[config.mk]
export PLATFORM = sky130hd
export DESIGN_NAME = compact_target_work_check_top
export DESIGN_NICKNAME = d
export VERILOG_FILES = /design/src/hw/rtl/cwc_pkg.sv /design/src/hw/rtl/cwc_target_slice.sv /design/src/hw/rtl/compact_target_work_check_top.sv
export SDC_FILE = /design/constraint.sdc
export NUM_CORES = 1
export LEC_CHECK = 0
export BUFFER_PORTS_ARGS = -buffer_cell sky130_fd_sc_hd__buf_2
export CAP_MARGIN = 10
export CELL_PAD_IN_SITES_DETAIL_PLACEMENT = 0
export CELL_PAD_IN_SITES_GLOBAL_PLACEMENT = 1
export CORE_MARGIN = 3
export CORE_UTILIZATION = 41
export CTS_BUF_LIST = sky130_fd_sc_hd__clkbuf_8
export DETAILED_ROUTE_END_ITERATION = 6
export PLACE_DENSITY = 0.95
export SLEW_MARGIN = 10
export SYNTH_ARGS = -nofsm -noshare
export SYNTH_HDL_FRONTEND = slang
export SYNTH_HIERARCHICAL = 1
export SYNTH_SLANG_ARGS = --single-unit
[constraint.sdc]
create_clock -name clock -period 5.5 [get_ports clock]
set_clock_uncertainty 0.05 [all_clocks]
set_input_delay 0.825 -clock clock [delete_from_list [all_inputs] [get_ports clock]]
set_output_delay 0.825 -clock clock [all_outputs]
set_load 0.01 [all_outputs]
[src/hw/rtl/cwc_pkg.sv]
// shared types and constants for the compact target work check
package cwc_pkg;

   localparam int unsigned HashPartWidth = 64;
   localparam int unsigned CompactWidth  = 32;
   localparam int unsigned MantWidth     = 24;
   localparam int unsigned ExpWidth      = 8;
   localparam int unsigned PartBytes     = HashPartWidth / 8;
   localparam int unsigned PartCount     = 4;
   localparam int unsigned PartIdxWidth  = 2;
   localparam int unsigned RspDataWidth  = 8;

   localparam logic [PartIdxWidth-1:0] LastPart = 2'd3;

   typedef enum logic [1:0] {
      VERDICT_EQUAL   = 2'd0,
      VERDICT_LESS    = 2'd1,
      VERDICT_GREATER = 2'd2
   } verdict_type;

   typedef struct packed {
      logic                     valid;
      logic [HashPartWidth-1:0] limb;
   } target_slice_type;

endpackage

[src/hw/rtl/cwc_target_slice.sv]
// decodes the compact word and picks the 64-bit target slice for one part
module cwc_target_slice
   import cwc_pkg::*;
(
   input  logic [CompactWidth-1:0] compact_bits,
   input  logic [PartIdxWidth-1:0] part_idx,
   output target_slice_type        slice
);

   logic [ExpWidth-1:0]      expo;
   logic [7:0]               m2;
   logic [7:0]               m1;
   logic [7:0]               m0;
   logic                     m2_ok;
   logic                     m1_ok;
   logic                     m0_ok;
   logic                     valid;
   logic [HashPartWidth-1:0] limb;
   logic [8:0]               pos;

   assign expo = compact_bits[CompactWidth-1:MantWidth];
   assign m2   = compact_bits[23:16];
   assign m1   = compact_bits[15:8];
   assign m0   = compact_bits[7:0];

   // a nonzero mantissa byte must land inside the 32 target bytes
   assign m2_ok = (m2 == 8'd0) || ((expo >= 8'd1) && (expo <= 8'd32));
   assign m1_ok = (m1 == 8'd0) || ((expo >= 8'd2) && (expo <= 8'd33));
   assign m0_ok = (m0 == 8'd0) || ((expo >= 8'd3) && (expo <= 8'd34));

   // canonical form: top byte used, or a shifted mantissa with the next byte's msb set
   assign valid = !compact_bits[MantWidth-1] && m2_ok && m1_ok && m0_ok
                  && ((m2 != 8'd0) || m1[7]);

   always_comb begin
      limb = '0;
      pos  = '0;
      for (int j = 0; j < PartBytes; j++) begin
         pos = {4'd0, part_idx, 3'(j)};
         if ({1'b0, expo} == pos + 9'd1) begin
            limb[8*j +: 8] = m2;
         end else if ({1'b0, expo} == pos + 9'd2) begin
            limb[8*j +: 8] = m1;
         end else if ({1'b0, expo} == pos + 9'd3) begin
            limb[8*j +: 8] = m0;
         end
      end
   end

   assign slice.valid = valid;
   assign slice.limb  = valid ? limb : '0;

endmodule

[src/hw/rtl/compact_target_work_check_top.sv]
// top level of the compact target work check
// Takes a 256-bit hash as four 64-bit beats, least significant first, and after
// the fourth beat returns one result beat: whether the hash is at most the target
// described by the compact word in csr_wr_data's register, and whether that word
// is a canonical encoding. One hash beat is accepted every cycle; each beat is
// compared against its target slice in the cycle it is accepted, and the result
// appears in the output register on the cycle after the fourth beat. The output
// register holds one result, so only a fourth beat waits on a full, stalled output.
module compact_target_work_check_top
   import cwc_pkg::*;
(
   input  logic                     clock,
   input  logic                     reset,
   input  logic                     req_tvalid,
   output logic                     req_tready,
   input  logic [HashPartWidth-1:0] req_tdata,   // hash_part
   output logic                     rsp_tvalid,
   input  logic                     rsp_tready,
   output logic [RspDataWidth-1:0]  rsp_tdata,   // meets_target, target_valid, zero pad
   input  logic                     csr_wr_en,
   input  logic [CompactWidth-1:0]  csr_wr_data  // compact_bits
);

   logic [CompactWidth-1:0] compact_ff;
   logic [CompactWidth-1:0] compact_in;
   logic [PartIdxWidth-1:0] part_ff;
   logic [PartIdxWidth-1:0] part_in;
   verdict_type             verdict_ff;
   verdict_type             verdict_in;
   logic                    rsp_valid_ff;
   logic                    rsp_valid_in;
   logic                    meets_ff;
   logic                    meets_in;
   logic                    tvalid_ff;
   logic                    tvalid_in;

   target_slice_type        slice;
   verdict_type             beat_verdict;
   logic                    accept;
   logic                    last_beat;

   cwc_target_slice u_slice (
      .compact_bits (compact_ff),
      .part_idx     (part_ff),
      .slice        (slice)
   );

   assign last_beat  = (part_ff == LastPart);
   assign req_tready = !last_beat || !rsp_valid_ff || rsp_tready;
   assign accept     = req_tvalid && req_tready;

   always_comb begin
      if (req_tdata == slice.limb) begin
         beat_verdict = verdict_ff;
      end else if (req_tdata < slice.limb) begin
         beat_verdict = VERDICT_LESS;
      end else begin
         beat_verdict = VERDICT_GREATER;
      end
   end

   always_comb begin
      compact_in   = csr_wr_en ? csr_wr_data : compact_ff;
      part_in      = part_ff;
      verdict_in   = verdict_ff;
      rsp_valid_in = rsp_valid_ff && !rsp_tready;
      meets_in     = meets_ff;
      tvalid_in    = tvalid_ff;
      if (accept) begin
         part_in = part_ff + 2'd1;
         if (last_beat) begin
            verdict_in   = VERDICT_EQUAL;
            rsp_valid_in = 1'b1;
            meets_in     = slice.valid && (beat_verdict != VERDICT_GREATER);
            tvalid_in    = slice.valid;
         end else begin
            verdict_in = beat_verdict;
         end
      end
   end

   always_ff @(posedge clock) begin
      if (reset) begin
         compact_ff   <= '0;
         part_ff      <= '0;
         verdict_ff   <= VERDICT_EQUAL;
         rsp_valid_ff <= 1'b0;
      end else begin
         compact_ff   <= compact_in;
         part_ff      <= part_in;
         verdict_ff   <= verdict_in;
         rsp_valid_ff <= rsp_valid_in;
      end
   end

   always_ff @(posedge clock) begin
      meets_ff  <= meets_in;
      tvalid_ff <= tvalid_in;
   end

   assign rsp_tvalid = rsp_valid_ff;
   assign rsp_tdata  = {{(RspDataWidth-2){1'b0}}, tvalid_ff, meets_ff};

endmodule
; ---- Yosys cells after proc, flatten, opt, wreduce, memory -nomap -nowiden
; Index checks and enable logic that the tools add are counted.
; Widths: inputs -> output; s select.
[word_totals]
reg_bits = 39
input_bits = 101
output_inout_bits = 10
elab_cells = 120
[classes]
add_sub_neg = 25
n_lt_le_gt_ge = 7
eq_ne = 27
n_mux = 30
n_reduce_logical = 25
[ops]
columns = op, n
row1 = $eq 8x9->1, 24
row2 = $mux 8, 24
row3 = $add 5x2->6 const B, 16
row4 = $eq 64x64->1, 1
row5 = $lt 64x64->1, 1
row6 = $mux 64, 1
row7 = $add 5x1->6 const B, 8
row8 = $le 8x6->1 const B, 3
row9 = $logic_not 8->1, 3
row10 = $ge 8x2->1 const B, 2
row11 = $logic_and 1x1->1, 10
row12 = $ge 8x1->1 const B, 1
row13 = $reduce_bool 8->1, 1
row14 = $logic_or 1x1->1, 6
row15 = $mux 2, 3
row16 = $logic_not 1->1, 4
row17 = $add 2x1->2 const B, 1
row18 = $eq 2x2->1 const B, 1
row19 = $mux 1, 2
row20 = $ne 2x2->1 const B, 1
row21 = $reduce_and 2->1, 1

; ---- Longest topological paths before layout
; Gate-level depths: netlist of the first run.
[depth]
ltp_word = 13
mapped_depth = 16
depth_no_buf = 14

; ---- Modules after synthesis
; The synthesis of the first run kept the hierarchy.
[by_module_without_submodules]
columns = mod, n_inst, cells_each, area_each_um2, seq_area_each_um2
row1 = compact_target_work_check_top, 1, 374, 3150.5, 800.8
row2 = cwc_target_slice, 1, 248, 1562.7, 0.0

; ---- Worst setup path after synthesis of the first run
; OpenSTA, ideal clock, no wires.
[synth_path]
path_kind = register to register
from = register compact_ff[16]
to = register meets_ff (data pin)
setup_ns = 0.254
arrival_time_ns = 3.792
t_required_ns = 5.196
slack_ns = 1.403
stages_incl_launch_ff = 15
n_path_buf = 1
period_less_slack_ns = 4.097
cell_sequence = dfxtp_1 -> nor3_2 -> a211o_1 -> o31a_1 -> or4b_4 -> buf_6 -> nor3_2 -> inv_1 -> ha_1 -> nand4_1 -> or4_1 -> or4_1 -> a31oi_1 -> nor4_1 -> o21a_1
[synth_lines]
columns = item, line_no
row1 = from (decl), compact_target_work_check_top.sv:24  ; logic [CompactWidth-1:0] compact_ff;
row2 = from (signal assigned), compact_target_work_check_top.sv:89  ; compact_ff <= compact_in;
row3 = to (signal assigned), compact_target_work_check_top.sv:97  ; meets_ff <= meets_in;
row4 = to (decl), compact_target_work_check_top.sv:32  ; logic meets_ff;

==> results of run 1 <==
[cell type report]
cell class / count / area (µm²)
inverter: 72 / 270
timing repair buffer: 111 / 573
clock buffer: 5 / 68.8
tap: 140 / 175
clock inverter: 3 / 17.5
fill: 1093 / 5700
sequential: 39 / 801
multi-input combinational: 474 / 3420
[how the worst max path moves through the flow]
stage	from	endpoint	slack [ns]	depth (start not counted)
after floorplan	compact_ff[16]	meets_ff	1.40	14
after global placement	compact_ff[26]	meets_ff	0.83	13
after detailed placement	compact_ff[26]	verdict_ff[1]	0.67	13
after CTS	compact_ff[26]	verdict_ff[1]	0.63	13
after global routing	compact_ff[26]	verdict_ff[1]	0.22	13
final	compact_ff[26]	meets_ff	0.60	13
[critical path: cells and delay by family, from the launching register on]
family / cells / cell delay [ns]
adder cells (fa/ha/maj): 1 / 0.31
AO/OA/AOI/OAI: 3 / 0.99
AND/OR/NAND/NOR: 8 / 2.60
buffers and inverters: 1 / 0.07
flip-flops: 1 / 0.64
[registers in the layout, summed over array words and instances (netlist names)]
| signal | flops |
|---|---|
| part_ff | 2 |
| meets_ff | 1 |
| rsp_tvalid | 1 |
| tvalid_ff | 1 |
| verdict_ff | 2 |
| compact_ff | 32 |
[cells by family (layout without fill, tap and decap cells)]
family                     count (synthesis)  count (layout)  synth area share [%]
AOI/OAI and AO/OA                        107             107                  15.9
xor gates and xnor gates                   5               5                 0.929
adders and majority gates                 66              66                  17.5
buffers and inverters                    114             191                  10.8
DFF                                       39              39                  17.0
muxes                                     48              48                  10.4
other                                      1               6                0.0796
and+or+nand+nor                          242             242                  27.5
[power by group through the flow]
stage | sequential (mW) | clock (mW) | combinational (mW)
finish | 0.335 | 0.193 | 0.295
CTS | 0.334 | 0.195 | 0.290
floorplan | 0.325 | 0 | 0.211
detailed placement | 0.341 | 0 | 0.288
global route | 0.338 | 0.208 | 0.327
global placement | 0.340 | 0 | 0.279
[cells in the mapped netlist, drive strengths merged (5+ instances only)]
cell type,count
nor4,21
xnor2,5
nand4,15
inv,72
buf,23
nand3,12
a21oi,34
mux2,7
a32oi,9
o21ai,12
a221oi,5
ha,66
mux2i,41
nor2,96
nand2b,11
or4,9
nand2,26
a22oi,28
clkbuf,19
nor3,30
dfxtp,37
[layer usage]
layer	share of wire [%]	track usage [%]
met5	0	0
met4	2.3	6.33
met3	8.0	3.21
met2	46	38.6
met1	44	32.9
[stage by stage]
step	utilization, %	area, µm²	total power [mW]	setup WS, ns	hold slack (ns)
3_3_place_gp	47.5	5240	0.618	0.827	0.441
4_1_cts	48.3	5330	0.820	0.627	0.506
5_1_grt	48.3	5330	0.873	0.222	0.556
6_report	48.3	5330	0.824	0.599	0.493
3_5_place_dp	47.5	5240	0.629	0.669	0.484
2_1_floorplan	-	4730	0.537	1.40	0.405
==> results.sh, run 1 <==
export IMPL_outcome="complete, no violations"
export IMPL_firstDrtPassIters=5
export IMPL_min_path_cells=2
export IMPL_cts_buffer_depth=2
export IMPL_nNetsFinal=870
export IMPL_antennaDiodeCount=0
export IMPL_num_vias=4909
export IMPL_syn_area_per_cell_um2=7.58
export IMPL_yosys_top_cells_area="ha_1 (18%), dfxtp_1 (16%), mux2i_1 (8.7%), nor2_1 (7.6%), inv_1 (5.7%)"
export IMPL_pwr_share_clk_pct=23.5
export IMPL_gr_total_overflow=0
export IMPL_syn_cell_area_um2=4710
export IMPL_place_congestion=1.01
export IMPL_grt_usage_pct=23.7
export IMPL_initial_core_util_pct=42.7
export IMPL_cts_tree="built"
export IMPL_finalSetupViolations=0
export IMPL_drive_gt1_share_pct=21.3
export IMPL_cp_max_fo=22
export IMPL_post_cts_resized=0
export IMPL_required_ns=5.51
export IMPL_min_delay_start="rsp_tvalid"
export IMPL_route_detailed_drc=0
export IMPL_end_kind="register"
export IMPL_p_int_mw=0.509
export IMPL_clock_latency_ns=0.29
export IMPL_arrival_ns=4.91
export IMPL_cts_setup_buffers=0
export IMPL_die_w_um=113
export IMPL_seqPwrFrac_pct=40.7
export IMPL_cpPeakStageDelay_ns=0.71
export IMPL_cts_hold_buf=0
export IMPL_max_freq_mhz=204
export IMPL_viasPerCell=5.82
export IMPL_cts_buffers=5
export IMPL_wire_per_inst_um=18.2
export IMPL_worstReg2RegStart="compact_ff[26]"
export IMPL_dieArea_um2=12800
export IMPL_async_flop_share_pct=0
export IMPL_worstHoldPathType="reg2reg"
export IMPL_port_buffers=104
export IMPL_grt_max_degree=39
export IMPL_netSwitchingPower_mw=0.315
export IMPL_path_clk_slew_ns=0.09
export IMPL_r2r_end="meets_ff"
export IMPL_drtAntennaViolNets=0
export IMPL_p_sw_share_pct=38.3
export IMPL_antenna_found_initial=0
export IMPL_hold_end="rsp_tvalid"
export IMPL_power_frac_comb_pct=35.8
export IMPL_crit_path_top_delay_cell="or4b_4"
export IMPL_cts_max_level=2
export IMPL_final_period_utilization_pct=89.1
export IMPL_cap_violations=0
export IMPL_drt_total_wl_um=15300
export IMPL_rsz0062_at_grt="false"
export IMPL_path_cells="nor3_1 -> and3b_1 -> o31a_1 -> or4b_4 -> nor3_2 -> inv_1 -> ha_1 -> nand4_1 -> or4_1 -> or4_1 -> a31oi_1 -> nor4_1 -> o21a_1"
export IMPL_layout_min_cycle_time_ns=4.90
export IMPL_worst_pin_slew_ns=0.916
export IMPL_syn2layout_area_growth_pct=13.1
export IMPL_grt_pass1_wl_um=24600
export IMPL_synth_top_area_cell="ha_1"
export IMPL_dp_final_hpwl_um=12500
export IMPL_slew_headroom_pct=38.4
export IMPL_io_pins=111
export IMPL_synth_edff_count=2
export IMPL_crit_path_start_kind="register"
export IMPL_rows=38
export IMPL_syn_inst=622
export IMPL_yosys_most_used_dff="dfxtp_1"
export IMPL_crit_type="reg2reg"
export IMPL_p_per_area_nw_per_um2=155
export IMPL_cp_common_cell="or4_1"
export IMPL_synth_top_cell_area_share_pct=17.5
export IMPL_slew_viol_final=0
export IMPL_vdd_drop_max_v=0.000181
export IMPL_cts_sinks=39
export IMPL_ff2ff_setup_slack_ns=0.60
export IMPL_yosysSeqAreaShare_pct=17.0
export IMPL_stdcell_count=844
export IMPL_grt_pass1_vias=4817
export IMPL_yosys_warnings=6
export IMPL_first_iter_violations=378
export IMPL_ys_seq_elements=39
export IMPL_clockRootBuffer="clkbuf_8"
export IMPL_synth_distinct_cells=67
export IMPL_final_setup_tns_ns=0
export IMPL_die_h_um=113
export IMPL_dpl_cell_count=836
export IMPL_finalHoldViolCount=0
export IMPL_leakagePower_nw=2.14
export IMPL_final_common_cell="buf_2"
export IMPL_final_cell_mix="buf_2 (104), nor2_1 (96), inv_1 (73), ha_1 (66), mux2i_1 (41)"
export IMPL_r2r_cells=13
export IMPL_core_um2=11000
No activity file was read; power rests on OpenSTA's default activity.
==> run 2, diff against run 1 <==
--- a/config.mk
+++ b/config.mk
@@ -13,7 +13,7 @@
 export CORE_UTILIZATION = 41
 export CTS_BUF_LIST = sky130_fd_sc_hd__clkbuf_8
 export DETAILED_ROUTE_END_ITERATION = 6
-export PLACE_DENSITY = 0.95
+export PLACE_DENSITY_LB_ADDON = 0.15
 export SLEW_MARGIN = 10
 export SYNTH_ARGS = -nofsm -noshare
 export SYNTH_HDL_FRONTEND = slang
==> run 2 against run 1 <==
Compared with the run above:
- power is 2.0% higher
- first-iteration DRC count is 12% higher
- final area is 0.66% higher
- largest cell class unchanged
- sequential power is 2% lower
- largest power group unchanged
- via count is 2.0% lower
- register-to-register slack worse by 0.16 ns
- sequential share of layout area is 0.098 points lower
- wire length is 0.20% lower
- clock power is 8% higher
- count of clock-buffer cells in the layout stayed put
==> results.sh, run 2 (synthesis gave the netlist of run 1 again) <==
export IMPL_worst_pin_slew_ns=0.938
export IMPL_grt_pass1_vias=4766
export IMPL_gr_total_overflow=0
export IMPL_r2r_end="meets_ff"
export IMPL_final_setup_tns_ns=0
export IMPL_num_vias=4812
export IMPL_grt_max_degree=39
export IMPL_antennaDiodeCount=0
export IMPL_antenna_found_initial=0
export IMPL_required_ns=5.52
export IMPL_drtAntennaViolNets=0
export IMPL_ff2ff_setup_slack_ns=0.44
export IMPL_end_kind="register"
export IMPL_io_pins=111
export IMPL_path_clk_slew_ns=0.09
export IMPL_first_iter_violations=423
export IMPL_reg_top3="compact_ff (32), part_ff (2), verdict_ff (2)"
export IMPL_hold_ws_ns=0.480
export IMPL_layout_min_cycle_time_ns=5.06
export IMPL_worstReg2RegStart="compact_ff[25]"
export IMPL_cts_buffers=5
export IMPL_final_cell_mix="buf_2 (104), nor2_1 (96), inv_1 (72), ha_1 (66), mux2i_1 (41)"
export IMPL_viasPerCell=5.67
export IMPL_regMostFlops="compact_ff"
export IMPL_nNetsFinal=874
export IMPL_stdcell_count=848
export IMPL_rows=38
export IMPL_dpl_cell_count=840
export IMPL_initial_core_util_pct=42.7
export IMPL_cts_tree="built"
export IMPL_final_util_pct=48.6
export IMPL_worstHoldPathType="reg2reg"
export IMPL_arrival_ns=5.08
export IMPL_grt_pass1_wl_um=24000
export IMPL_final_period_utilization_pct=92.1
export IMPL_firstDrtPassIters=6
export IMPL_max_freq_mhz=197
export IMPL_finalHoldViolCount=0
export IMPL_crit_end="meets_ff"
export IMPL_slew_headroom_pct=37.5
export IMPL_cts_max_level=2
export IMPL_clock_latency_ns=0.31
export IMPL_cts_buffer_depth=2
export IMPL_fin_total_pwr_mw=0.841
export IMPL_crit_type="reg2reg"
export IMPL_cts_hold_buf=0
export IMPL_vdd_drop_max_v=0.000133
export IMPL_crit_path_start_kind="register"
export IMPL_grt_usage_pct=23.4
export IMPL_outcome="complete, no violations"
export IMPL_leakagePower_nw=2.16
export IMPL_final_common_cell="buf_2"
export IMPL_core_um2=11000
export IMPL_cts_setup_buffers=0
export IMPL_slew_viol_final=0
export IMPL_drt_total_wl_um=15300
export IMPL_dp_final_hpwl_um=12500
export IMPL_route_detailed_drc=0
export IMPL_cp_max_fo=28
export IMPL_finalSetupViolations=0
export IMPL_die_w_um=113
export IMPL_p_per_area_nw_per_um2=157
export IMPL_cts_sinks=39
export IMPL_post_cts_resized=0
export IMPL_cap_violations=0
export IMPL_dieArea_um2=12800
export IMPL_drive_gt1_share_pct=21.9
export IMPL_syn2layout_area_growth_pct=13.8
export IMPL_clockRootBuffer="clkbuf_8"
export IMPL_wire_per_inst_um=18.0
export IMPL_largest_reg_flops=32
export IMPL_r2r_cells=14
export IMPL_die_h_um=113
export IMPL_rsz0062_at_grt="false"
export IMPL_setup_worst_path_start="compact_ff[25]"
export IMPL_place_congestion=0.949
export IMPL_port_buffers=104
## run 2: critical path: stages, from the launching register on
cell       delay [ns]
dfxtp_1          0.32
buf_4            0.23
a2111oi_4        0.41
mux2_2           0.40
o22ai_2          0.54
or2_0            0.69
nor3_1           0.11
inv_1            0.10
ha_1             0.16
nand4_1          0.21
nor4_4           0.44
nand3_1          0.17
o32ai_1          0.57
nor4_1           0.20
o21a_1           0.22
## run 2: power breakdown
| part | leakage, nW | switching, mW | total (mW) | internal (mW) |
|---|---|---|---|---|
| registers | 0.322 | 0.0273 | 0.329 | 0.301 |
| clock network | 0.0451 | 0.117 | 0.208 | 0.0912 |
| logic | 1.80 | 0.182 | 0.304 | 0.121 |
| total | 2.16 | 0.327 | 0.841 | 0.514 |
## run 2: through the flow
stage | cell area [µm²] | setup WS [ns]
floorplan | 4730 | 1.40
global placement | 5270 | 0.570
detailed placement | 5270 | 0.591
CTS | 5370 | 0.537
global route | 5370 | 0.152
finish | 5370 | 0.436
## run 2: routing by layer
| metal | up-vias | share of wire [%] | track usage (%) | wire [µm] |
|---|---|---|---|---|
| met4 | 0 | 2.4 | 6.01 | 362 |
| li1 | 2373 | - | - | - |
| met2 | 227 | 46 | 38.4 | 6990 |
| met5 | - | 0 | 0 | 0 |
| met3 | 29 | 6.9 | 3.90 | 1060 |
| met1 | 2183 | 45 | 31.9 | 6880 |
## run 2: area by class of cell
cell class	count	area, µm²
fillers	1152	5670
multi-input cells	474	3420
flip-flops and latches	39	801
repair buffers	115	603
inverters	72	270
well taps	140	175
clock buffers	5	68.8
clock inverters	3	22.5
## run 2: worst min path at each step
stage | startpoint | end | slack [ns] | cells after the start
6_report | rsp_tvalid | rsp_tvalid | 0.48 | 2
5_1_grt | compact_ff[13] | compact_ff[13] | 0.53 | 2
3_5_place_dp | rsp_tvalid | rsp_tvalid | 0.47 | 2
2_1_floorplan | compact_ff[25] | compact_ff[25] | 0.40 | 2
3_3_place_gp | rsp_tvalid | rsp_tvalid | 0.45 | 2
4_1_cts | rsp_tvalid | rsp_tvalid | 0.49 | 2
==> run 3, diff against run 2 <==
--- a/config.mk
+++ b/config.mk
@@ -10,12 +10,11 @@
 export CELL_PAD_IN_SITES_DETAIL_PLACEMENT = 0
 export CELL_PAD_IN_SITES_GLOBAL_PLACEMENT = 1
 export CORE_MARGIN = 3
-export CORE_UTILIZATION = 41
+export CORE_UTILIZATION = 40
 export CTS_BUF_LIST = sky130_fd_sc_hd__clkbuf_8
 export DETAILED_ROUTE_END_ITERATION = 6
 export PLACE_DENSITY_LB_ADDON = 0.15
 export SLEW_MARGIN = 10
 export SYNTH_ARGS = -nofsm -noshare
 export SYNTH_HDL_FRONTEND = slang
-export SYNTH_HIERARCHICAL = 1
 export SYNTH_SLANG_ARGS = --single-unit
==> run 3 against run 2 <==
Compared with the run above:
- worst setup slack better by 0.32 ns
- clock power up 18%
- global-route usage decreased by 1.1 points
- largest power group unchanged
==> results.sh, run 3 <==
export IMPL_seqPwrFrac_pct=41.5
export IMPL_io_pins=111
export IMPL_syn_area_per_cell_um2=7.70
export IMPL_antenna_found_initial=0
export IMPL_cts_sinks=39
export IMPL_fin_total_pwr_mw=0.819
export IMPL_synth_top_cell_area_share_pct=19.1
export IMPL_dpl_cell_count=754
export IMPL_yosysSeqAreaShare_pct=18.8
export IMPL_layout_min_cycle_time_ns=4.74
export IMPL_cap_violations=0
export IMPL_cts_buffer_depth=2
export IMPL_crit_type="reg2reg"
export IMPL_clockRootBuffer="clkbuf_8"
export IMPL_hold_end="verdict_ff[0]"
export IMPL_largest_reg_flops=32
export IMPL_grt_max_degree=38
export IMPL_worstReg2RegStart="compact_ff[4]"
export IMPL_p_per_area_nw_per_um2=168
export IMPL_first_iter_violations=487
export IMPL_cts_max_level=2
export IMPL_die_w_um=109
export IMPL_vdd_drop_max_v=0.000168
export IMPL_nNetsFinal=791
export IMPL_gr_total_overflow=0
export IMPL_regMostFlops="compact_ff"
export IMPL_crit_path_start_kind="register"
export IMPL_drt_total_wl_um=13200
export IMPL_finalSetupViolations=0
export IMPL_drive_gt1_share_pct=21.4
export IMPL_arrival_ns=4.85
export IMPL_max_freq_mhz=211
export IMPL_final_cell_mix="buf_2 (104), nand2_1 (83), ha_1 (65), nor2_1 (47), mux2i_1 (39)"
export IMPL_synth_edff_count=2
export IMPL_core_um2=10300
export IMPL_pwr_share_clk_pct=29.9
export IMPL_stdcell_count=762
export IMPL_post_dp_cell_area_um2=4760
export IMPL_drtAntennaViolNets=0
export IMPL_p_int_mw=0.543
export IMPL_power_frac_comb_pct=28.6
export IMPL_cts_buffers=5
export IMPL_rows=37
export IMPL_reg_top3="compact_ff (32), part_ff (2), verdict_ff (2)"
export IMPL_slew_viol_final=0
export IMPL_multi_input_area_um2=3190
export IMPL_leakagePower_nw=2.14
export IMPL_syn_cell_area_um2=4260
export IMPL_grt_pass1_wl_um=20900
export IMPL_cp_max_fo=16
export IMPL_synth_most_common_cell="nand2_1"
export IMPL_end_kind="register"
export IMPL_slew_headroom_pct=37.6
export IMPL_p_sw_share_pct=33.6
export IMPL_ys_seq_elements=39
export IMPL_antennaDiodeCount=0
export IMPL_top_usage_layer="met2"
export IMPL_final_setup_tns_ns=0
export IMPL_num_vias=4330
export IMPL_worstHoldPathType="reg2reg"
export IMPL_port_buffers=104
export IMPL_grt_pass1_vias=4102
export IMPL_final_util_pct=47.2
export IMPL_syn2layout_area_growth_pct=14.4
export IMPL_dp_slack_ns=0.858
export IMPL_cts_setup_buffers=0
export IMPL_yosys_top_cells_area="ha_1 (19%), dfxtp_1 (17%), mux2i_1 (9.2%), nand2_1 (7.3%), a222oi_1 (4.2%)"
export IMPL_min_path_cells=2
export IMPL_met2_usage_pct=36.8
export IMPL_regArea_um2=801
export IMPL_yosys_most_used_dff="dfxtp_1"
export IMPL_use_met1_pct=30.7
export IMPL_path_clk_slew_ns=0.09
export IMPL_async_flop_share_pct=0
export IMPL_syn_inst=553
export IMPL_outcome="complete, no violations"
export IMPL_fin_ws_ns=0.756
export IMPL_dieArea_um2=11900
export IMPL_viasPerCell=5.68
export IMPL_required_ns=5.61
export IMPL_worst_pin_slew_ns=0.936
export IMPL_design_area_um2=4870
export IMPL_r2r_end="verdict_ff[1]"
export IMPL_final_common_cell="buf_2"
export IMPL_r2r_cells=17
export IMPL_cts_tree="built"
export IMPL_grtUsageMet3_pct=2.96
export IMPL_ff2ff_setup_slack_ns=0.76
export IMPL_clock_latency_ns=0.31
export IMPL_final_period_utilization_pct=86.3
export IMPL_die_h_um=109
export IMPL_yosys_warnings=0
export IMPL_cts_hold_buf=0
export IMPL_dp_final_hpwl_um=10500
export IMPL_grt_usage_pct=22.3
export IMPL_firstDrtPassIters=7
export IMPL_route_detailed_drc=0
export IMPL_min_delay_start="verdict_ff[0]"
export IMPL_wire_per_inst_um=17.4
export IMPL_hold_ws_ns=0.428
export IMPL_synth_top_area_cell="ha_1"
export IMPL_synth_distinct_cells=50
export IMPL_fillCellCount=1086
export IMPL_post_cts_resized=0
export IMPL_rsz0062_at_grt="false"
export IMPL_initial_core_util_pct=41.3
export IMPL_netSwitchingPower_mw=0.275
export IMPL_place_congestion=0.929
export IMPL_synthTopCellsByCount="nand2_1 (83), ha_1 (65), nor2_1 (47), mux2i_1 (39), dfxtp_1 (37)"
export IMPL_finalHoldViolCount=0
## run 3: changes by cell type in the layout (fill, tap and decap cells not counted), moves of 8 or more
| cell | previous run | this run |
|---|---|---|
| nor2_1 | 96 | 47 |
| nor4_1 | 18 | 7 |
| a32oi_1 | 9 | 0 |
| nand2_2 | 0 | 10 |
| a21o_1 | 2 | 12 |
| o21ai_0 | 8 | 24 |
| nand3_1 | 12 | 25 |
| nor3_1 | 21 | 4 |
| inv_1 | 72 | 7 |
| a222oi_1 | 0 | 18 |
| nand2_1 | 26 | 83 |
| a22oi_1 | 28 | 14 |
| nand2b_1 | 8 | 16 |
| nor3_2 | 8 | 0 |
## run 3: power by group through the flow
| stage | clock network (mW) | registers, mW | logic, mW |
|---|---|---|---|
| global placement | 0 | 0.344 | 0.228 |
| CTS | 0.251 | 0.338 | 0.234 |
| floorplan | 0 | 0.322 | 0.174 |
| finish | 0.245 | 0.340 | 0.234 |
| detailed placement | 0 | 0.345 | 0.233 |
| global route | 0.264 | 0.343 | 0.266 |
## run 3: cells by family after synthesis
group,Yosys count,synth area share [%]
compound gates,116,19.2
xor+xnor,6,1.23
fa+ha+maj,65,19.1
buf+inv,58,6.73
flops,39,18.8
mux,40,9.43
other cells,1,0.0880
simple gates,228,25.5
## run 3: how the worst max path moves through the flow
stage,start,end,slack [ns],depth (start not counted)
floorplan,part_ff[0],meets_ff,1.30,16
global placement,part_ff[0],meets_ff,0.92,17
detailed placement,compact_ff[4],verdict_ff[1],0.86,17
CTS,compact_ff[4],verdict_ff[1],0.82,17
global route,compact_ff[4],verdict_ff[1],0.36,17
finish,compact_ff[4],verdict_ff[1],0.76,17
## run 3: cell type report
type	count	share of cell area [%]
Clock buffer	5	1.41
Clock inverter	3	0.925
Inverter	8	0.616
Multi-Input combinational cell	461	65.5
Sequential cell	39	16.4
Tap cell	136	3.49
Timing Repair Buffer	110	11.6
## run 3: per-layer routing
metal	routed length [µm]	part of all wire (%)
met1	6010	45
met3	875	6.6
met2	6130	46
met4	229	1.7
met5	0	0
## run 3: critical path: stages, from the launching register on
cell and delay [ns]:
dfxtp_1 0.38, or4_1 0.56, nor2_1 0.20, o21ai_1 0.10, a21oi_2 0.19, o21ai_2 0.08, a2111oi_4 0.38, and2_1 0.68
nand2_2 0.09, ha_1 0.34, nand4_1 0.14, nor3_1 0.07, and4_1 0.21, o311a_1 0.28, a211oi_1 0.40, a31oi_1 0.18
o21ai_0 0.18, a21oi_1 0.08
